==> config.mk <==
export PLATFORM = sky130hd
export DESIGN_NAME = lru_frame_replacement_flat
export DESIGN_NICKNAME = d
export VERILOG_FILES = /design/src/lfr_pkg.sv /design/src/lfr_if.sv /design/src/lru_frame_replacement.sv /design/src/lfr_cell.sv /design/src/flat_wrapper.sv
export SDC_FILE = /design/constraint.sdc
export NUM_CORES = 1
export LEC_CHECK = 0
export ABC_CLOCK_PERIOD_IN_PS = 12000
export BUFFER_PORTS_ARGS = -buffer_cell sky130_fd_sc_hd__buf_4
export CAP_MARGIN = 20
export CORE_MARGIN = 3
export CORE_UTILIZATION = 55
export DETAILED_ROUTE_END_ITERATION = 7
export HOLD_SLACK_MARGIN = 0.02
export PLACE_DENSITY_LB_ADDON = 0.05
export SYNTH_ARGS = -nofsm -noshare
export SYNTH_HDL_FRONTEND = slang
export SYNTH_SLANG_ARGS = --single-unit
==> constraint.sdc <==
create_clock -name clk -period 12 [get_ports clk]
set_clock_uncertainty 0.1 [all_clocks]
set_input_delay 1.2 -clock clk [delete_from_list [all_inputs] [get_ports clk]]
set_output_delay 1.2 -clock clk [all_outputs]
set_load 0.005 [all_outputs]
==> src/lfr_pkg.sv <==
`default_nettype none
package lfr_pkg;

  localparam int NUM_FRAMES = 64;
  localparam int FRAME_W    = 6;
  localparam int FRAME_SPAN = 2 ** FRAME_W;
  // list never holds more entries than there are distinct frame numbers
  localparam int CAPACITY   = (NUM_FRAMES < FRAME_SPAN) ? NUM_FRAMES : FRAME_SPAN;
  localparam int IDX_W      = $clog2(CAPACITY);
  localparam int OCC_W      = $clog2(CAPACITY + 1);
  localparam int STATUS_W   = 2;

  localparam logic ACT_REFERENCE = 1'b0;
  localparam logic ACT_EVICT     = 1'b1;

  typedef logic [FRAME_W-1:0] frame_t;
  typedef logic [OCC_W-1:0]   occ_t;

  typedef enum logic [STATUS_W-1:0] {
    STAT_REF_DONE = 2'd0,
    STAT_EVICTED  = 2'd1,
    STAT_EMPTY    = 2'd2
  } status_t;

  // broadcast to every cell of the chain
  typedef struct packed {
    logic   ref_en;
    frame_t frame;
  } lfr_ctl_t;

endpackage
`default_nettype wire

==> src/lfr_if.sv <==
`default_nettype none
interface lfr_in_if;
  logic            valid;
  logic            ready;
  logic            action;
  lfr_pkg::frame_t frame_number;

  modport source (output valid, output action, output frame_number, input ready);
  modport sink (input valid, input action, input frame_number, output ready);
endinterface

interface lfr_out_if;
  logic             valid;
  logic             ready;
  lfr_pkg::frame_t  victim_frame;
  lfr_pkg::status_t status;

  modport source (output valid, output victim_frame, output status, input ready);
  modport sink (input valid, input victim_frame, input status, output ready);
endinterface
`default_nettype wire

==> src/lru_frame_replacement.sv <==
`default_nettype none
// lru_frame_replacement: exact lru recency list over physical frame numbers
//
// req channel (sink): one word per request, action selects reference (0) or
// evict (1); frame_number is used by a reference only.
// rsp channel (source): exactly one word per request, in request order:
// status 0 reference done, 1 frame evicted (victim_frame valid), 2 evict on
// an empty list. victim_frame is 0 unless a frame was evicted.
//
// latency: the response appears the cycle after the request is accepted.
// throughput: one request per cycle unless stalled; the whole list
// updates through a row of cells, each matching its entry against the
// frame and taking its front neighbor's entry when no hit lies ahead.
//
// reset (rst, synchronous) empties the list and drops any pending response.
// the list contents themselves are not cleared; occupancy marks which cells
// hold live entries.
//
// when rsp stalls, the response holds in the output register and req is
// held off until that word is taken.
module lru_frame_replacement (
  input  wire logic  clk,
  input  wire logic  rst,
  lfr_in_if.sink     req,
  lfr_out_if.source  rsp
);

  localparam int CAP = lfr_pkg::CAPACITY;

  lfr_pkg::occ_t     occupancy;
  lfr_pkg::occ_t     occupancy_next;
  lfr_pkg::occ_t     occ_less_one;
  logic              out_valid;
  lfr_pkg::frame_t   out_victim;
  lfr_pkg::status_t  out_status;

  logic              accept;
  lfr_pkg::lfr_ctl_t ctl;
  lfr_pkg::frame_t   entry [CAP];
  logic [CAP:0]      hit;
  logic              found;
  lfr_pkg::frame_t   tail_entry;

  // request taken whenever the output register is free or being drained
  assign req.ready = !rst && (!out_valid || rsp.ready);
  assign accept    = req.valid && req.ready;

  assign ctl.ref_en = accept && (req.action == lfr_pkg::ACT_REFERENCE);
  assign ctl.frame  = req.frame_number;

  // cell chain: cell 0 is the most recent end and takes the new frame
  assign hit[0] = 1'b0;

  for (genvar i = 0; i < CAP; i++) begin : gen_cell
    lfr_pkg::frame_t prev;
    logic            occupied;

    if (i == 0) begin : gen_head
      assign prev = req.frame_number;
    end else begin : gen_body
      assign prev = entry[i-1];
    end

    assign occupied = occupancy > lfr_pkg::occ_t'(i);

    lfr_cell u_cell (
      .clk        (clk),
      .ctl        (ctl),
      .prev_entry (prev),
      .occupied   (occupied),
      .hit_in     (hit[i]),
      .entry      (entry[i]),
      .hit_out    (hit[i+1])
    );
  end

  assign found = hit[CAP];

  // least recent live entry sits just below the occupancy count
  assign occ_less_one = lfr_pkg::occ_t'(occupancy - lfr_pkg::occ_t'(1));
  assign tail_entry   = entry[occ_less_one[lfr_pkg::IDX_W-1:0]];

  always_comb begin
    occupancy_next = occupancy;
    if (accept) begin
      if (req.action == lfr_pkg::ACT_EVICT) begin
        if (occupancy != '0) begin
          occupancy_next = occ_less_one;
        end
      end else if (!found && (occupancy != lfr_pkg::occ_t'(CAP))) begin
        // new frame; at capacity the tail simply drops off the chain
        occupancy_next = lfr_pkg::occ_t'(occupancy + lfr_pkg::occ_t'(1));
      end
    end
  end

  always_ff @(posedge clk) begin
    if (rst) begin
      occupancy <= '0;
      out_valid <= 1'b0;
    end else begin
      occupancy <= occupancy_next;
      if (accept) begin
        out_valid <= 1'b1;
      end else if (rsp.ready) begin
        out_valid <= 1'b0;
      end
    end
  end

  always_ff @(posedge clk) begin
    if (accept) begin
      if (req.action == lfr_pkg::ACT_REFERENCE) begin
        out_victim <= '0;
        out_status <= lfr_pkg::STAT_REF_DONE;
      end else if (occupancy == '0) begin
        out_victim <= '0;
        out_status <= lfr_pkg::STAT_EMPTY;
      end else begin
        out_victim <= tail_entry;
        out_status <= lfr_pkg::STAT_EVICTED;
      end
    end
  end

  assign rsp.valid        = out_valid;
  assign rsp.victim_frame = out_victim;
  assign rsp.status       = out_status;

endmodule
`default_nettype wire

==> src/lfr_cell.sv <==
`default_nettype none
module lfr_cell (
  input  wire logic              clk,
  input  wire lfr_pkg::lfr_ctl_t ctl,
  input  wire lfr_pkg::frame_t   prev_entry,
  input  wire logic              occupied,
  input  wire logic              hit_in,
  output lfr_pkg::frame_t        entry,
  output logic                   hit_out
);

  // a hit here or anywhere closer to the front stops the shift behind it
  assign hit_out = hit_in || (occupied && (entry == ctl.frame));

  always_ff @(posedge clk) begin
    if (ctl.ref_en && !hit_in) begin
      entry <= prev_entry;
    end
  end

endmodule
`default_nettype wire

==> src/flat_wrapper.sv <==
// flat-port wrapper written by rule: the top's interface ports become plain ports
module lru_frame_replacement_flat 
  (clk, rst, req_valid, req_action, req_frame_number, req_ready, rsp_valid, rsp_victim_frame, rsp_status, rsp_ready);
  lfr_in_if req_i ();
  lfr_out_if rsp_i ();
  input  wire logic clk;
  input  wire logic rst;
  input wire logic [$bits(req_i.valid)-1:0] req_valid;
  input wire logic [$bits(req_i.action)-1:0] req_action;
  input wire logic [$bits(req_i.frame_number)-1:0] req_frame_number;
  output wire logic [$bits(req_i.ready)-1:0] req_ready;
  output wire logic [$bits(rsp_i.valid)-1:0] rsp_valid;
  output wire logic [$bits(rsp_i.victim_frame)-1:0] rsp_victim_frame;
  output wire logic [$bits(rsp_i.status)-1:0] rsp_status;
  input wire logic [$bits(rsp_i.ready)-1:0] rsp_ready;
  assign req_i.valid = req_valid;
  assign req_i.action = req_action;
  assign req_i.frame_number = req_frame_number;
  assign req_ready = req_i.ready;
  assign rsp_valid = rsp_i.valid;
  assign rsp_victim_frame = rsp_i.victim_frame;
  assign rsp_status = rsp_i.status;
  assign rsp_i.ready = rsp_ready;
  lru_frame_replacement u_core (.clk(clk), .rst(rst), .req(req_i), .rsp(rsp_i));
endmodule
======== Yosys cells after proc, flatten, opt, wreduce, memory -nomap -nowiden ========
Cells that the tools add are included.
storage, ports and cells
  register bits after elaboration ......... 400
  input port bits ......................... 11
  output and inout bits ................... 10
  logic and storage cells ................. 479
cells by class
  add/sub/neg operators ................... 2
  $lt $le $gt $ge ......................... 65
  eq/ne operators ......................... 66
  mux-type cells .......................... 9
  bitwise logic cells ..................... 2
  reduce and logical (&&, ||, !) cells .... 267
operators with widths
  kind                 count
  $eq 6x6->1           64
  $gt 7x6->1 const B   32
  $logic_and 1x1->1    131
  $gt 7x5->1 const B   16
  $logic_not 1->1      66
  $logic_or 1x1->1     64
  $gt 7x4->1 const B   8
  $bmux 6 s6           1
  $gt 7x3->1 const B   4
  $mux 7               3
  $gt 7x1->1 const B   2
  $gt 7x2->1 const B   2
  $mux 6               2
  $add 7x1->7 const B  1
  $ge 7x7->1 const B   1
  $logic_not 7->1      1
  $ne 7x7->1 const B   1
  $not 6->7            1
  $reduce_bool 7->1    1
  $sub 7x1->7 const B  1
  $reduce_bool 2->1    2
  $reduce_and 3->1     1
  $mux 1               2
  $mux 2               1
  other kinds (3)      3

======== Logic depth before layout (Yosys ltp) ========
  depth in word-level cells ............... 69
  gate-level depth with buffers ........... 16
  depth with buffers taken out ............ 11

======== Modules after synthesis ========
From an unflattened synthesis, not the netlist that was laid out.
unflattened totals
  cell total of the unflattened synthesis .. 1658
  area, all modules ....................... 21440.6 µm²
modules (own cells, without submodules)
  module                 times used  cells an instance  area an instance (µm²)  seq. area each (µm²)
  lfr_cell               64          16                 257.7                   180.2
  lru_frame_replacement  1           634                4944.7                  400.4

======== Least setup slack after synthesis ========
OpenSTA, ideal clock, no wires.
  kind .................................... reg2reg
  start point ............................. reg u_core.occupancy[0]
  end point ............................... reg u_core.gen_cell[27].u_cell.entry[0] (enable)
  setup time .............................. 0.377 ns
  arrival time ............................ 4.183 ns
  required time ........................... 11.523 ns
  path slack .............................. 7.340 ns
  stages on the path, launching flop included .. 15
  buffers on the path ..................... 4
  clock period less this slack ............ 4.660 ns
  path through ............................ dfxtp_1 > buf_2 > buf_2 > buf_2 > buf_1 > inv_1 > ha_1 > or3b_2 > nor2_1 > nor4_1 > nor3_2 > nand3_1 > nor4b_4 > nand2_2 > nor3_1
on the way
  cells in the longest elaborated chain, start to end .. 30
  elaborated cells on any way between the ends .. 82
  those cells by class .................... 27 x order compare; 55 x reduce/logical
ends and longest elaborated chain
  what                             line                          text
  start: declaration               lru_frame_replacement.sv:30   lfr_pkg::occ_t occupancy;
  start signal: assignment         lru_frame_replacement.sv:102  occupancy <= occupancy_next;
  $gt 7x1->1                       lru_frame_replacement.sv:64   assign occupied = occupancy > lfr_pkg::occ_t'(i);
  $logic_and 1x1->1                lfr_cell.sv:13                assign hit_out = hit_in || (occupied && (entry == ctl.frame));
  $logic_or 1x1->1 (25 in series)  lfr_cell.sv:13
  $logic_or 1x1->1 (*)             lfr_cell.sv:13
  $logic_not 1->1 (*)              lfr_cell.sv:16                if (ctl.ref_en && !hit_in) begin
  $logic_and 1x1->1 (*)            lfr_cell.sv:16
  end signal: assignment           lfr_cell.sv:17                entry <= prev_entry;
  end: declaration                 lfr_cell.sv:8                 output lfr_pkg::frame_t entry,
Mark *: on every way between the ends. The rest lies on a longest branch, timed or not.
A chain may end at the register's enable or synchronous reset.

======== Worst setup path after layout ========
  start point ............................. reg u_core.occupancy[0]
  end point ............................... reg u_core.gen_cell[59].u_cell.entry[3] (enable)
on the way
  cells in the longest elaborated chain, start to end .. 62
  elaborated cells on any way between the ends .. 178
  those cells by class .................... 59 x order compare; 119 x reduce/logical
ends and longest elaborated chain
  what                             line
  $gt 7x1->1                       lru_frame_replacement.sv:64
  $logic_and 1x1->1                lfr_cell.sv:13
  $logic_or 1x1->1 (57 in series)  lfr_cell.sv:13
  $logic_or 1x1->1 (*)             lfr_cell.sv:13
  $logic_not 1->1 (*)              lfr_cell.sv:16
  $logic_and 1x1->1 (*)            lfr_cell.sv:16
  end signal: assignment           lfr_cell.sv:17
  end: declaration                 lfr_cell.sv:8
Marked as above.

==> results.py <==
metrics = {
    "outcome": {
        "status": "completed",
    },
    "timing": {
        "finalHoldViolCount": 0,
        "fin_crit_sh_pct": 49.36,
        "slew_headroom_pct": 17.99,
        "fin_crit_ns": 5.923,
        "max_freq_mhz": 168.8,
        "timing.final.max_slew_violations": 0,
        "setup_tns_ns": 0,
        "rsz0062_at_grt": "no",
        "tightest_slew_ns": 1.219,
        "setup_viol": 0,
    },
    "layout": {
        "final_cells": 2037,
        "diodes": 0,
        "final_nets": 1503,
        "fill_cells": 3032,
        "multi_input_area_um2": 9201,
        "synthToLayoutAreaGrowth_pct": 8.520,
        "final_common_cell": "edfxtp_1",
        "register_area_um2": 11940,
        "layout_common_cells": "edfxtp_1, xnor2_1, xor2_1, mux4_2, nand4_1",
        "drive_gt1_share_pct": 17.38,
    },
    "synth": {
        "ys_types": 83,
        "synth_mux_area_share_pct": 12.91,
        "synth_top_family_by_area": "XOR/XNOR gates",
        "synth_edf_count": 392,
        "synth_fp_nets": 1520,
        "synthFlopType": "edfxtp_1",
        "synthArstFlopShare_pct": 0,
        "synth-simple-area-share_pct": 9.088,
        "synth_seq_cells": 400,
        "avgSynthCellArea_um2": 14.49,
        "synth_xor_xnor_area_share_pct": 15.58,
        "yosysSeqAreaShare_pct": 54.71,
        "syn_area_um2": 21810,
        "yosysWarnings": 0,
        "synth_compound_area_share_pct": 4.223,
        "synthAdderAreaFrac_pct": 0.2295,
        "syn_inst": 1505,
    },
    "clocking": {
        "cts_tree": "done",
        "clock_path_buffers": 3,
        "cts_resized": 0,
        "clk_latency_ns": 0.57,
        "cts_hold_buf": 0,
        "cts_buffers": 44,
        "cts_setup_buffers": 0,
        "htreeDepth": 2,
        "cts_sinks": 400,
        "root_buffer": "clkbuf_16",
        "clk_pin_slew_ns": 0.06,
    },
    "drt": {
        "route.detailed.drc": 0,
        "totalWireLength_um": 58820,
        "via_per_inst": 6.561,
        "wl_per_cell_um": 28.88,
        "drt-pass1-iter-count": 5,
        "postRouteAntennaNets": 0,
        "drt_iter0_drc": 1299,
        "vias": 13364,
    },
    "pwr": {
        "cellPowerDensity_nw_per_um2": 225.3,
        "peakVddDrop_mv": 0.1545,
        "p_leak_nw": 7.366,
    },
    "critical_path": {
        "cp_max_fo": 34,
        "critical_path_class": "register to register",
        "end_kind": "register",
        "cp.required_ns": 12.08,
        "startpoint_type": "register",
        "cp.arrival_ns": 6.01,
        "startpoint": "u_core.occupancy[0]",
        "reg2reg_from": "u_core.occupancy[0]",
    },
    "global_route": {
        "grt_first_pass_wirelength_um": 88530,
        "grt_usage_pct": 28.41,
        "grt_max_degree": 60,
        "grt_pass1_vias": 13578,
        "grt_overflow_total": 0,
        "antenna_found_initial": 0,
    },
    "floorplanning": {
        "fp.dieH_um": 205.1,
        "die_area_um2": 42080,
        "rows": 72,
        "fp.dieW_um": 205.1,
        "start_util_pct": 56.04,
        "num_io_pins": 21,
        "coreArea_um2": 38920,
    },
    "place": {
        "place_inst": 1958,
        "place.gp.congestion": 0.9105,
        "detailed_place_hpwl_um": 40880,
        "portBuffers": 20,
    },
    "min_path": {
        "worstHoldStart": "u_core.gen_cell[14].u_cell.entry[3]",
        "hold_class": "register to register",
    },
    "run": {
        "cap_viol_max_count": 0,
    },
}
## cell usage after synthesis, types with 3 or more instances
cell	number	area [um2]
nand2b_1	13	81.33
a31oi_1	7	43.79
nand3_1	15	75.07
o311ai_0	5	43.79
a41oi_1	3	26.28
o311a_1	4	40.04
and2_1	7	43.79
nor3_1	45	225.2
buf_6	12	135.1
nor2b_1	10	62.56
buf_2	34	170.2
ha_1	4	50.05
xor2_1	122	1069
a41o_1	3	30.03
mux4_2	120	2703
nor2_1	54	202.7
o211ai_1	8	60.06
or2_2	6	37.54
nand2_1	28	105.1
nand3b_1	4	30.03
xnor2_1	266	2330
a211oi_1	16	120.1
a211o_1	3	26.28
nor4_1	42	262.8
and4_1	4	35.03
o21ai_0	11	55.05
dfxtp_1	8	160.2
inv_1	22	82.58
edfxtp_1	392	11770
buf_1	5	18.77
a21oi_1	25	125.1
nand4_1	55	344.1
mux2i_1	9	90.09
or3_1	5	31.28
buf_4	27	202.7
nand4bb_1	3	33.78
a2111oi_0	7	61.31
o31ai_1	4	30.03
and3_1	11	68.82
o21a_1	3	22.52
clkbuf_1	26	97.59
## area by class of cell
type	instances	area share [%]
sequential	400	50.43
multi-input combinational	978	38.88
clock buffer	54	5.028
tap	518	2.739
timing repair buffer	41	1.385
clock inverter	23	1.174
inverter	23	0.3648
## report_power, final
part           total, mW  leakage [nW]  internal (mW)  switching, mW
Combinational       2.19          3.01          0.890           1.30
Clock               1.39         0.700          0.832          0.561
Sequential          1.75          3.65           1.65         0.0967
Total               5.33          7.37           3.37           1.96
## flip-flops by register name (all words and copies together), names as in the netlist
| signal | cells |
|---|---|
| u_core.rsp.valid | 1 |
| u_core.gen_cell.u_cell.entry | 384 |
| u_core.rsp.status | 2 |
| u_core.occupancy | 7 |
| u_core.rsp.victim_frame | 6 |
## final timing paths
check / end / slack, ns / cells past startpoint
worst max-delay path: u_core.gen_cell[59].u_cell.entry[3] / 6.08 / 10
worst min register to register: u_core.gen_cell[15].u_cell.entry[3] / 0.38 / 0
worst min-delay path: u_core.gen_cell[15].u_cell.entry[3] / 0.38 / 0
worst max register to register: u_core.gen_cell[59].u_cell.entry[3] / 6.08 / 10
## layer usage
layer | global-route usage (%) | share of wire (%) | routed length [um]
met1 | 40.46 | 42 | 24470
met2 | 43.52 | 46 | 26980
met3 | 6.992 | 9.3 | 5482
met4 | 9.055 | 3.2 | 1888
met5 | 0 | 0 | 0
## through the flow
stage / hold WS (ns) / cell area (um2) / utilization [%] / power (mW) / setup slack (ns)
CTS: 0.3847 / 23630 / 60.72 / 5.306 / 6.124
global placement: 0.3724 / 22160 / 56.95 / 3.904 / 6.068
global route: 0.4055 / 23670 / 60.81 / 5.518 / 5.761
detailed placement: 0.3828 / 22160 / 56.95 / 3.913 / 5.957
finish: 0.3838 / 23670 / 60.81 / 5.331 / 6.077
floorplan: 0.3651 / 21810 / - / 3.204 / 7.340
## cell families (layout without fill, tap and decap cells)
logic type               after synthesis  after routing
AO/OA/AOI/OAI                        124            124
XOR/XNOR                             388            388
adder cells (fa/ha/maj)                4              4
buffers and inverters                127            141
flip-flops                           400            400
multiplexers                         131            131
AND/OR/NAND/NOR                      331            331
## worst max-delay path, stage by stage, from the launching register on
cell	delay (ns)
dfxtp_4	0.67
buf_4	0.61
ha_1	0.35
or4bb_1	0.60
o211ai_1	0.22
nor3_1	0.10
a41o_1	0.25
nor4_2	0.67
and3_1	0.82
nand3_1	0.36
nor3_1	0.74
No activity file was read; power rests on OpenSTA's default activity.
